$ cat src/pgf_fifo.sv
// small register queue used between the front, back and result ports
`default_nettype none
module pgf_fifo #(
  parameter int W = 8,
  parameter int DEPTH = 4
) (
  input  wire logic         clk,
  input  wire logic         rst,
  input  wire logic         wr_en,
  input  wire logic [W-1:0] wr_data,
  output logic              full,
  input  wire logic         rd_en,
  output logic [W-1:0]      rd_data,
  output logic              empty
);
  localparam int PW = $clog2(DEPTH);

  logic [W-1:0] mem [DEPTH];
  logic [PW-1:0] wr_ptr;
  logic [PW-1:0] rd_ptr;
  logic [PW:0] count;
  logic do_wr;
  logic do_rd;

  assign full = (count == (PW+1)'(DEPTH));
  assign empty = (count == '0);
  assign do_wr = wr_en & ~full;
  assign do_rd = rd_en & ~empty;
  assign rd_data = mem[rd_ptr];

  always_ff @(posedge clk) begin
    if (rst) begin
      wr_ptr <= '0;
      rd_ptr <= '0;
      count <= '0;
    end else begin
      if (do_wr) wr_ptr <= wr_ptr + 1'b1;
      if (do_rd) rd_ptr <= rd_ptr + 1'b1;
      if (do_wr && !do_rd) count <= count + 1'b1;
      else if (do_rd && !do_wr) count <= count - 1'b1;
    end
  end

  always_ff @(posedge clk) begin
    if (do_wr) mem[wr_ptr] <= wr_data;
  end
endmodule
`default_nettype wire

$ cat config.mk
export PLATFORM = sky130hd
export DESIGN_NAME = pgf_fifo
export DESIGN_NICKNAME = d
export VERILOG_FILES = /design/src/pgf_fifo.sv
export SDC_FILE = /design/constraint.sdc
export NUM_CORES = 1
export LEC_CHECK = 0
export ABC_AREA = 1
export BUFFER_PORTS_ARGS = -buffer_cell sky130_fd_sc_hd__buf_2
export CAP_MARGIN = 20
export CORE_MARGIN = 8
export CORE_UTILIZATION = 25
export DETAILED_ROUTE_END_ITERATION = 10
export HOLD_SLACK_MARGIN = 0.15
export PLACE_DENSITY = 0.49
export SYNTH_ARGS = -nofsm -noshare
export SYNTH_HDL_FRONTEND = slang
export SYNTH_SLANG_ARGS = --single-unit
$ cat constraint.sdc
create_clock -name clk -period 4.9 [get_ports clk]
set_input_delay 0 -clock clk [delete_from_list [all_inputs] [get_ports clk]]
set_output_delay 0 -clock clk [all_outputs]
set_load 0.05 [all_outputs]
==> run_results.csv, run 1 <==
group,metric,value,unit
outcome,outcome,"completed",
power_and_ir_drop,switching_power,0.000437,W
yosys,yosys.cell_count.top_type,"edfxtp_1",
finish,multiInputGateArea,454,um^2
cts,cts_tree,"done",
placement,hpwl,2170,um
critical_path,worstSetupStartpointType,"flip-flop",
critical_path,cp_top_family,"simple AND/OR/NAND/NOR gates",
critical_path,cp_num_buf_inv,3,
timing,finalCriticalPeriod,1.87,ns
yosys,yosys_warnings,0,
placement,place.gp.congestion,0.739,
route,ant_nets,0,
route,wl,3240,um
finish,nets,202,
timing,max_clock_freq,535,MHz
global_routing,grt_usage,6.87,%
yosys,synth-adder-area-share,4.90,%
yosys,yosysUniqueCellTypes,18,
timing,fin_worst_skew,0.00866,ns
power_and_ir_drop,pwr-share-clk,19.6,%
floorplan,initial_utilization,25.4,%
yosys,synth_commonest_cells,"32 x edfxtp_1, 30 x nor2_1, 17 x inv_1, 13 x nand2_1, 13 x o21ai_0",
timing,maxSlewHeadroom,42.6,%
route,firstDrtPassIters,4,
route,via_per_inst,4.14,
cts,postCtsHoldBufs,12,
power_and_ir_drop,peakVddDrop,0.223,mV
yosys,async_flop_share,0,%
yosys,synthSimpleGateAreaFrac,12.0,%
timing,rsz0062_at_grt,"false",
critical_path,slowest_stage,"dfxtp_1",
power_and_ir_drop,power_switching_share,40.8,%
yosys,ys_top_cells_by_area,"edfxtp_1 57%, dfxtp_1 11%, nor2_1 6.7%",
yosys,syn_area_per_cell,11.5,um^2
yosys,synth_area_leader_cell,"edfxtp_1",
finish,instances_no_fill,265,
floorplan,core_area,0.00664,mm^2
critical_path,cp_max_fo,5,
critical_path,critical_path_class,"reg -> reg",
floorplan,boundaryPins,22,
yosys,synth_top_family_by_area,"simple AND/OR/NAND/NOR gates",
yosys,ys_seq_elements,41,
yosys,syn_nets,164,
critical_path,worst_path_most_repeated_cell,"nand2_1",
placement,port_buffers,21,
cts,clock_path_buffers,2,
yosys,synth_cells,146,
power_and_ir_drop,comb_power_share,37.0,%
route,drc_errors,0,
power_and_ir_drop,p_seq_share,43.4,%
yosys,synth_top_cell_area_share,57.0,%
cts,cts_setup_buffers,0,
timing,tns,0,ns
finish,syn_to_final_growth,22.8,%
worst_hold_path,hold_path.class,"in -> reg",
route,avgRoutedWirePerCell,12.2,um
cts,clock_latency,0.29,ns
finish,drive_above_1_share,17.8,%
timing,final_hold_viol_count,0,
power_and_ir_drop,p_int,0.000635,W
timing,worstMarginPinSlew,0.858,ns
critical_path,required,5.08,ns
finish,fillers,672,
global_routing,grt_overflow,0,
power_and_ir_drop,power.leakage,0.805,nW
yosys,synth_area,0.00169,mm^2
timing,finalCritPeriodShare,38.1,%
cts,cts.reportedPaths.clkPinSlew,0.07,ns
critical_path,worstPathCellList,"nor2_1 -> nand2_1 -> nand2_2 -> inv_1 -> ha_1 -> inv_1 -> fa_1 -> inv_1 -> nand2_1 -> nand3_1 -> nand2_1 -> nand2_1 -> nor2_1",
floorplan,dieArea,0.00962,mm^2
yosys,synth-edff-count,32,
critical_path,end_kind,"flip-flop",
timing,finalSetupViolCount,0,
route,vias,1097,
global_routing,grt_max_degree,18,
cts,cts-root-buf,"clkbuf_8",
yosys,muxShareOfSynthArea,0,%
critical_path,cp_data_arrival_time,2.05,ns
yosys,ys_seq_area_share,67.7,%
cts,cts_resized,0,
yosys,synth_compound_gate_area_share,9.58,%
floorplan,die_x,98.1,um
route,drt_iter0_drc,64,
timing,maxSlewViolCount,0,
finish,diodes,0,
cts,numCtsBuffers,5,
cts,cts_sinks,41,
flow_run,cap_violations,0,
floorplan,rows,30,
floorplan,die_h,98.1,um
cts,htreeDepth,2,
yosys,synthXorXnorAreaFrac,0.520,%
yosys,synthFlopType,"edfxtp_1",
critical_path,crit_path_max_incr_delay,0.39,ns
global_routing,grt_pass1_wl,5180,um
global_routing,grt_pass1_vias,1036,
placement,dp_cells,245,
finish,seqCellArea,0.00114,mm^2
global_routing,antenna_found_initial,0,
power_and_ir_drop,power_density,518,mW/mm^2
## worst paths after layout
| kind | startpoint | to | slack (ns) | cells past startpoint |
|---|---|---|---|---|
| hold reg to reg | rd_ptr[0] | flip-flop | 0.51 | 2 |
| setup / recovery | count[0] | count[2] | 3.03 | 13 |
| setup reg to reg | count[0] | count[2] | 3.03 | 13 |
| hold / removal | rst | count[0] | 0.47 | 3 |
## registers in the layout (all words and copies together), names as in the netlist, named ones only
| name | count |
|---|---|
| rd_ptr | 2 |
| wr_ptr | 2 |
| count | 3 |
| mem | 32 |
## area by class of cell
| type | instances | share of cell area [%] |
|---|---|---|
| clock buffers | 7 | 3.69 |
| clock inverters | 1 | 0.242 |
| inverters | 18 | 3.26 |
| multi-input cells | 85 | 21.9 |
| flip-flops and latches | 41 | 55.1 |
| well taps | 80 | 4.84 |
| repair buffers | 33 | 10.9 |
## layout by cell type (no fill, tap or decap), drive strengths merged
cell         instances
buf                 21
xor2                 1
dfxtp                9
edfxtp              32
inv                 18
a21oi                3
nand2               15
nand3b               1
ha                   5
nor2                30
fa                   1
o22ai                8
dlygate4sd3         12
clkinv               1
o21ai               17
nand3                4
clkbuf               7
## power by group through the flow
stage | clock network, W | logic [W] | registers [W]
floorplan | 0 | 0.000321 | 0.000458
CTS | 0.000217 | 0.000404 | 0.000467
global placement | 0 | 0.000392 | 0.000476
detailed placement | 0 | 0.000393 | 0.000475
global route | 0.000232 | 0.000434 | 0.000474
finish | 0.000210 | 0.000396 | 0.000466
## cell families after synthesis
logic type	after synthesis
buf+inv	20
xor+xnor	1
fa+ha+maj	6
simple gates	50
compound gates	28
flops	41
## per-layer routing
layer / global-route usage [%] / part of all wire [%] / vias to the layer above
met5: 0 / 0 / -
met4: 2.88 / 0.96 / 0
met3: 2.70 / 5.2 / 4
met2: 10.2 / 45 / 21
met1: 8.62 / 49 / 503
li1: - / - / 569
## per-stage QoR
| step | total power [W] | area [um^2] | worst slack, ns | hold WS (ns) | util [%] |
|---|---|---|---|---|---|
| 6_report | 0.00107 | 2070 | 3.03 | 0.466 | 31.1 |
| 5_1_grt | 0.00114 | 2070 | 2.82 | 0.466 | 31.1 |
| 4_1_cts | 0.00109 | 2070 | 2.99 | 0.454 | 31.1 |
| 3_5_place_dp | 0.000868 | 1870 | 3.03 | 0.219 | 28.1 |
| 3_3_place_gp | 0.000868 | 1870 | 3.11 | 0.221 | 28.1 |
| 2_1_floorplan | 0.000779 | 1690 | 3.21 | 0.0691 | - |
## worst reg2reg max path, cell delays in order (launching register included)
cell	delay (ns)
dfxtp_1	0.39
nor2_1	0.08
nand2_1	0.14
nand2_2	0.10
inv_1	0.11
ha_1	0.17
inv_1	0.06
fa_1	0.38
inv_1	0.06
nand2_1	0.04
nand3_1	0.08
nand2_1	0.06
nand2_1	0.05
nor2_1	0.03
No activity file was read; power rests on OpenSTA's default activity.
==> run 2, diff against run 1 <==
--- a/config.mk
+++ b/config.mk
@@ -5,14 +5,14 @@
 export SDC_FILE = /design/constraint.sdc
 export NUM_CORES = 1
 export LEC_CHECK = 0
-export ABC_AREA = 1
+export ABC_AREA = 0
 export BUFFER_PORTS_ARGS = -buffer_cell sky130_fd_sc_hd__buf_2
 export CAP_MARGIN = 20
 export CORE_MARGIN = 8
 export CORE_UTILIZATION = 25
 export DETAILED_ROUTE_END_ITERATION = 10
 export HOLD_SLACK_MARGIN = 0.15
-export PLACE_DENSITY = 0.49
+export PLACE_DENSITY = 0.51
 export SYNTH_ARGS = -nofsm -noshare
 export SYNTH_HDL_FRONTEND = slang
 export SYNTH_SLANG_ARGS = --single-unit
==> constraint.sdc (replaced) <==
create_clock -name clk -period 1.7 [get_ports clk]
set_input_delay 0 -clock clk [delete_from_list [all_inputs] [get_ports clk]]
set_output_delay 0 -clock clk [all_outputs]
set_load 0.05 [all_outputs]
==> run 2 against run 1 <==
  * The run now ends with negative setup slack left
  * Non-clock buffer count up 20
  * Area after synthesis down 3.9%
  * Clock power rose to 3.7 times the previous value
  * Maximum frequency up 0.30%
  * Clock skew down 0.0057 ns
  * Core utilization up 4.5 points
  * Sequential power rose to 2.8 times the previous value
  * Combinational power rose to 3.4 times the previous value
  * Global-route usage up 0.73 points
  * Design area up 8.6%
  * Largest cell class unchanged
==> run_results.csv, run 2 <==
group,metric,value,unit
outcome,outcome,"finished, violations left",
outcome,violations,"negative setup slack",
route,vias,939,
yosys,ys_top_cells_by_area,"edfxtp_1 59%, dfxtp_1 11%, mux4_2 11%",
route,drc_errors,0,
cts,numCtsBuffers,5,
cts,clock_latency,0.28,ns
cts,cts_sinks,41,
timing,finalCriticalPeriod,1.86,ns
power_and_ir_drop,power_density,1530,mW/mm^2
route,firstDrtPassIters,4,
critical_path,cp_top_family,"adder cells",
worst_hold_path,hold_path.class,"in -> reg",
global_routing,grt_overflow,0,
finish,reg_top3,"mem x32, count x3",
critical_path,cp_num_buf_inv,1,
cts,htreeDepth,2,
yosys,ys_seq_area_share,70.4,%
critical_path,cp_data_arrival_time,2.08,ns
power_and_ir_drop,p_int,0.00223,W
route,ant_nets,0,
critical_path,slowest_stage,"dfxtp_2",
floorplan,rows,29,
yosys,synth_cells,90,
route,via_per_inst,4.17,
timing,maxSlewViolCount,0,
yosys,synthFlopType,"edfxtp_1",
critical_path,cp_max_fo,3,
route,drt_iter0_drc,19,
timing,max_clock_freq,537,MHz
yosys,synth-edff-count,32,
finish,final_common_cell,"edfxtp_1",
finish,nets,165,
timing,finalCritPeriodShare,110,%
placement,place.gp.congestion,0.695,
yosys,synth_top_cell_area_share,59.3,%
cts,cts.reportedPaths.clkPinSlew,0.08,ns
flow_run,cap_violations,0,
floorplan,boundaryPins,22,
finish,final_cell_mix,"32 x edfxtp_1, 20 x buf_2, 19 x buf_4",
finish,syn_to_final_growth,38.8,%
finish,fillers,622,
route,avgRoutedWirePerCell,14.3,um
finish,regMostFlops,"mem",
critical_path,crit_path_max_incr_delay,0.34,ns
timing,hold_slack,0.152,ns
global_routing,grt_pass1_vias,1031,
yosys,synth_commonest_cells,"32 x edfxtp_1, 9 x dfxtp_1, 8 x mux4_2, 5 x ha_1, 5 x nor2_1",
route,wl,3230,um
placement,post-place-ws,-0.294,ns
yosys,synth_area_leader_cell,"edfxtp_1",
critical_path,required,1.92,ns
cts,clock_path_buffers,2,
placement,dp_cells,201,
yosys,yosysUniqueCellTypes,21,
critical_path,worstSetupStartpointType,"flip-flop",
yosys,ys_seq_elements,41,
timing,final_hold_viol_count,0,
floorplan,initial_utilization,25.7,%
finish,largest_register_ffs,32,
global_routing,grt_max_degree,15,
critical_path,end_kind,"flip-flop",
floorplan,die_h,96.5,um
timing,maxSlewHeadroom,70.3,%
placement,port_buffers,21,
floorplan,die_x,96.5,um
floorplan,core_area,0.00631,mm^2
finish,diodes,0,
placement,hpwl,2300,um
global_routing,grt_pass1_wl,5210,um
timing,worstMarginPinSlew,0.445,ns
yosys,syn_nets,108,
timing,fin_worst_skew,0.00296,ns
power_and_ir_drop,power_switching_share,35.1,%
cts,cts-root-buf,"clkbuf_8",
cts,cts_tree,"done",
power_and_ir_drop,switching_power,0.00121,W
power_and_ir_drop,comb_power_share,39.0,%
yosys,yosys.cell_count.top_type,"edfxtp_1",
power_and_ir_drop,peakVddDrop,0.840,mV
global_routing,antenna_found_initial,0,
global_routing,grt_usage,7.59,%
yosys,syn_area_per_cell,18.0,um^2
finish,instances_no_fill,225,
floorplan,dieArea,0.00931,mm^2
yosys,async_flop_share,0,%
critical_path,critical_path_class,"reg -> reg",
yosys,synth_area,0.00162,mm^2
power_and_ir_drop,power.leakage,0.844,nW
timing,finalSetupViolCount,2,
timing,setup_slack,-0.163,ns
critical_path,worstPathCellList,"o31ai_4 -> ha_4 -> inv_2 -> fa_2 -> xor2_1 -> or3_1 -> a21oi_1",
timing,rsz0062_at_grt,"true",
yosys,yosys_warnings,0,
power_and_ir_drop,p_seq_share,38.4,%
power_and_ir_drop,pwr-share-clk,22.6,%
finish,drive_above_1_share,46.6,%
[run 2: cell types whose count changed after synthesis, sizes merged, moves of 8 or more]
| cell | previous run | this run |
|---|---|---|
| mux4 | 0 | 8 |
| o22ai | 8 | 0 |
| nor2 | 30 | 6 |
| o21ai | 17 | 2 |
| nand2 | 15 | 0 |
| inv | 18 | 4 |
[run 2: final timing paths]
check                  from   endpoint  slack [ns]  cells past startpoint
setup / recovery   count[2]   count[2]       -0.16                      7
hold / removal        wr_en  wr_ptr[0]        0.15                      4
setup reg to reg   count[2]   count[2]       -0.16                      7
hold reg to reg   rd_ptr[1]  flip-flop        0.57                      2
[run 2: routing by layer]
layer  wire (um)  track usage, %  up-vias
li1            -               -      450
met1        1410            9.05      463
met2        1600            12.7       24
met3         193            2.55        2
met4          18            2.27        0
met5           0               0        -
[run 2: power groups by stage]
stage | logic (W) | registers (W) | clock network, W
2_1_floorplan | 0.000890 | 0.00132 | 0
3_3_place_gp | 0.00122 | 0.00132 | 0
3_5_place_dp | 0.00127 | 0.00133 | 0
4_1_cts | 0.00134 | 0.00132 | 0.000798
5_1_grt | 0.00145 | 0.00134 | 0.000829
6_report | 0.00134 | 0.00132 | 0.000777
[run 2: logic make-up (layout without fill, tap and decap cells)]
kind of cell             after synthesis  count (layout)  synth area share [%]
adder cells (fa/ha/maj)                6               6                  5.10
multiplexers                          10              10                  12.4
buffers and inverters                  7              65                  1.70
XOR/XNOR                               4               4                  2.16
AO/OA/AOI/OAI                          6               6                  2.55
AND/OR/NAND/NOR                       16              16                  5.71
flip-flops                            41              41                  70.4
[run 2: through the flow]
step           power (W)  utilization, %  setup TNS (ns)  instance area (um^2)
2_1_floorplan    0.00221               -          -0.613                  1650
3_3_place_gp     0.00254            31.0          -0.158                  1960
3_5_place_dp     0.00260            31.0          -0.373                  1960
4_1_cts          0.00346            35.0          -0.228                  2210
5_1_grt          0.00362            35.6          -0.340                  2250
6_report         0.00344            35.6          -0.211                  2250
[run 2: final cells by class]
class,instances,area (um^2),area share [%]
multi-input cells,42,492,21.9
clock buffers,5,68.8,3.06
inverters,4,15.0,0.668
flip-flops and latches,41,1150,51.1
repair buffers,53,383,17.0
well taps,77,96.3,4.28
clock inverters,3,43.8,1.95
[run 2: repair_timing]
| action | in CTS | in global routing |
|---|---|---|
| buffers inserted | 3 | 2 |
| gates resized for setup | 4 | 6 |
| endpoints found under the setup margin | 2 | 2 |
| endpoints found under the hold margin | 41 | 8 |
| hold buffers | 10 | 1 |
| pin swaps | 5 | 3 |
[run 2: worst reg2reg max path: stages, from the launching register on]
cell and delay [ns]:
dfxtp_2 0.34, o31ai_4 0.31, ha_4 0.19, inv_2 0.04, fa_2 0.33, xor2_1 0.16, or3_1 0.31, a21oi_1 0.12
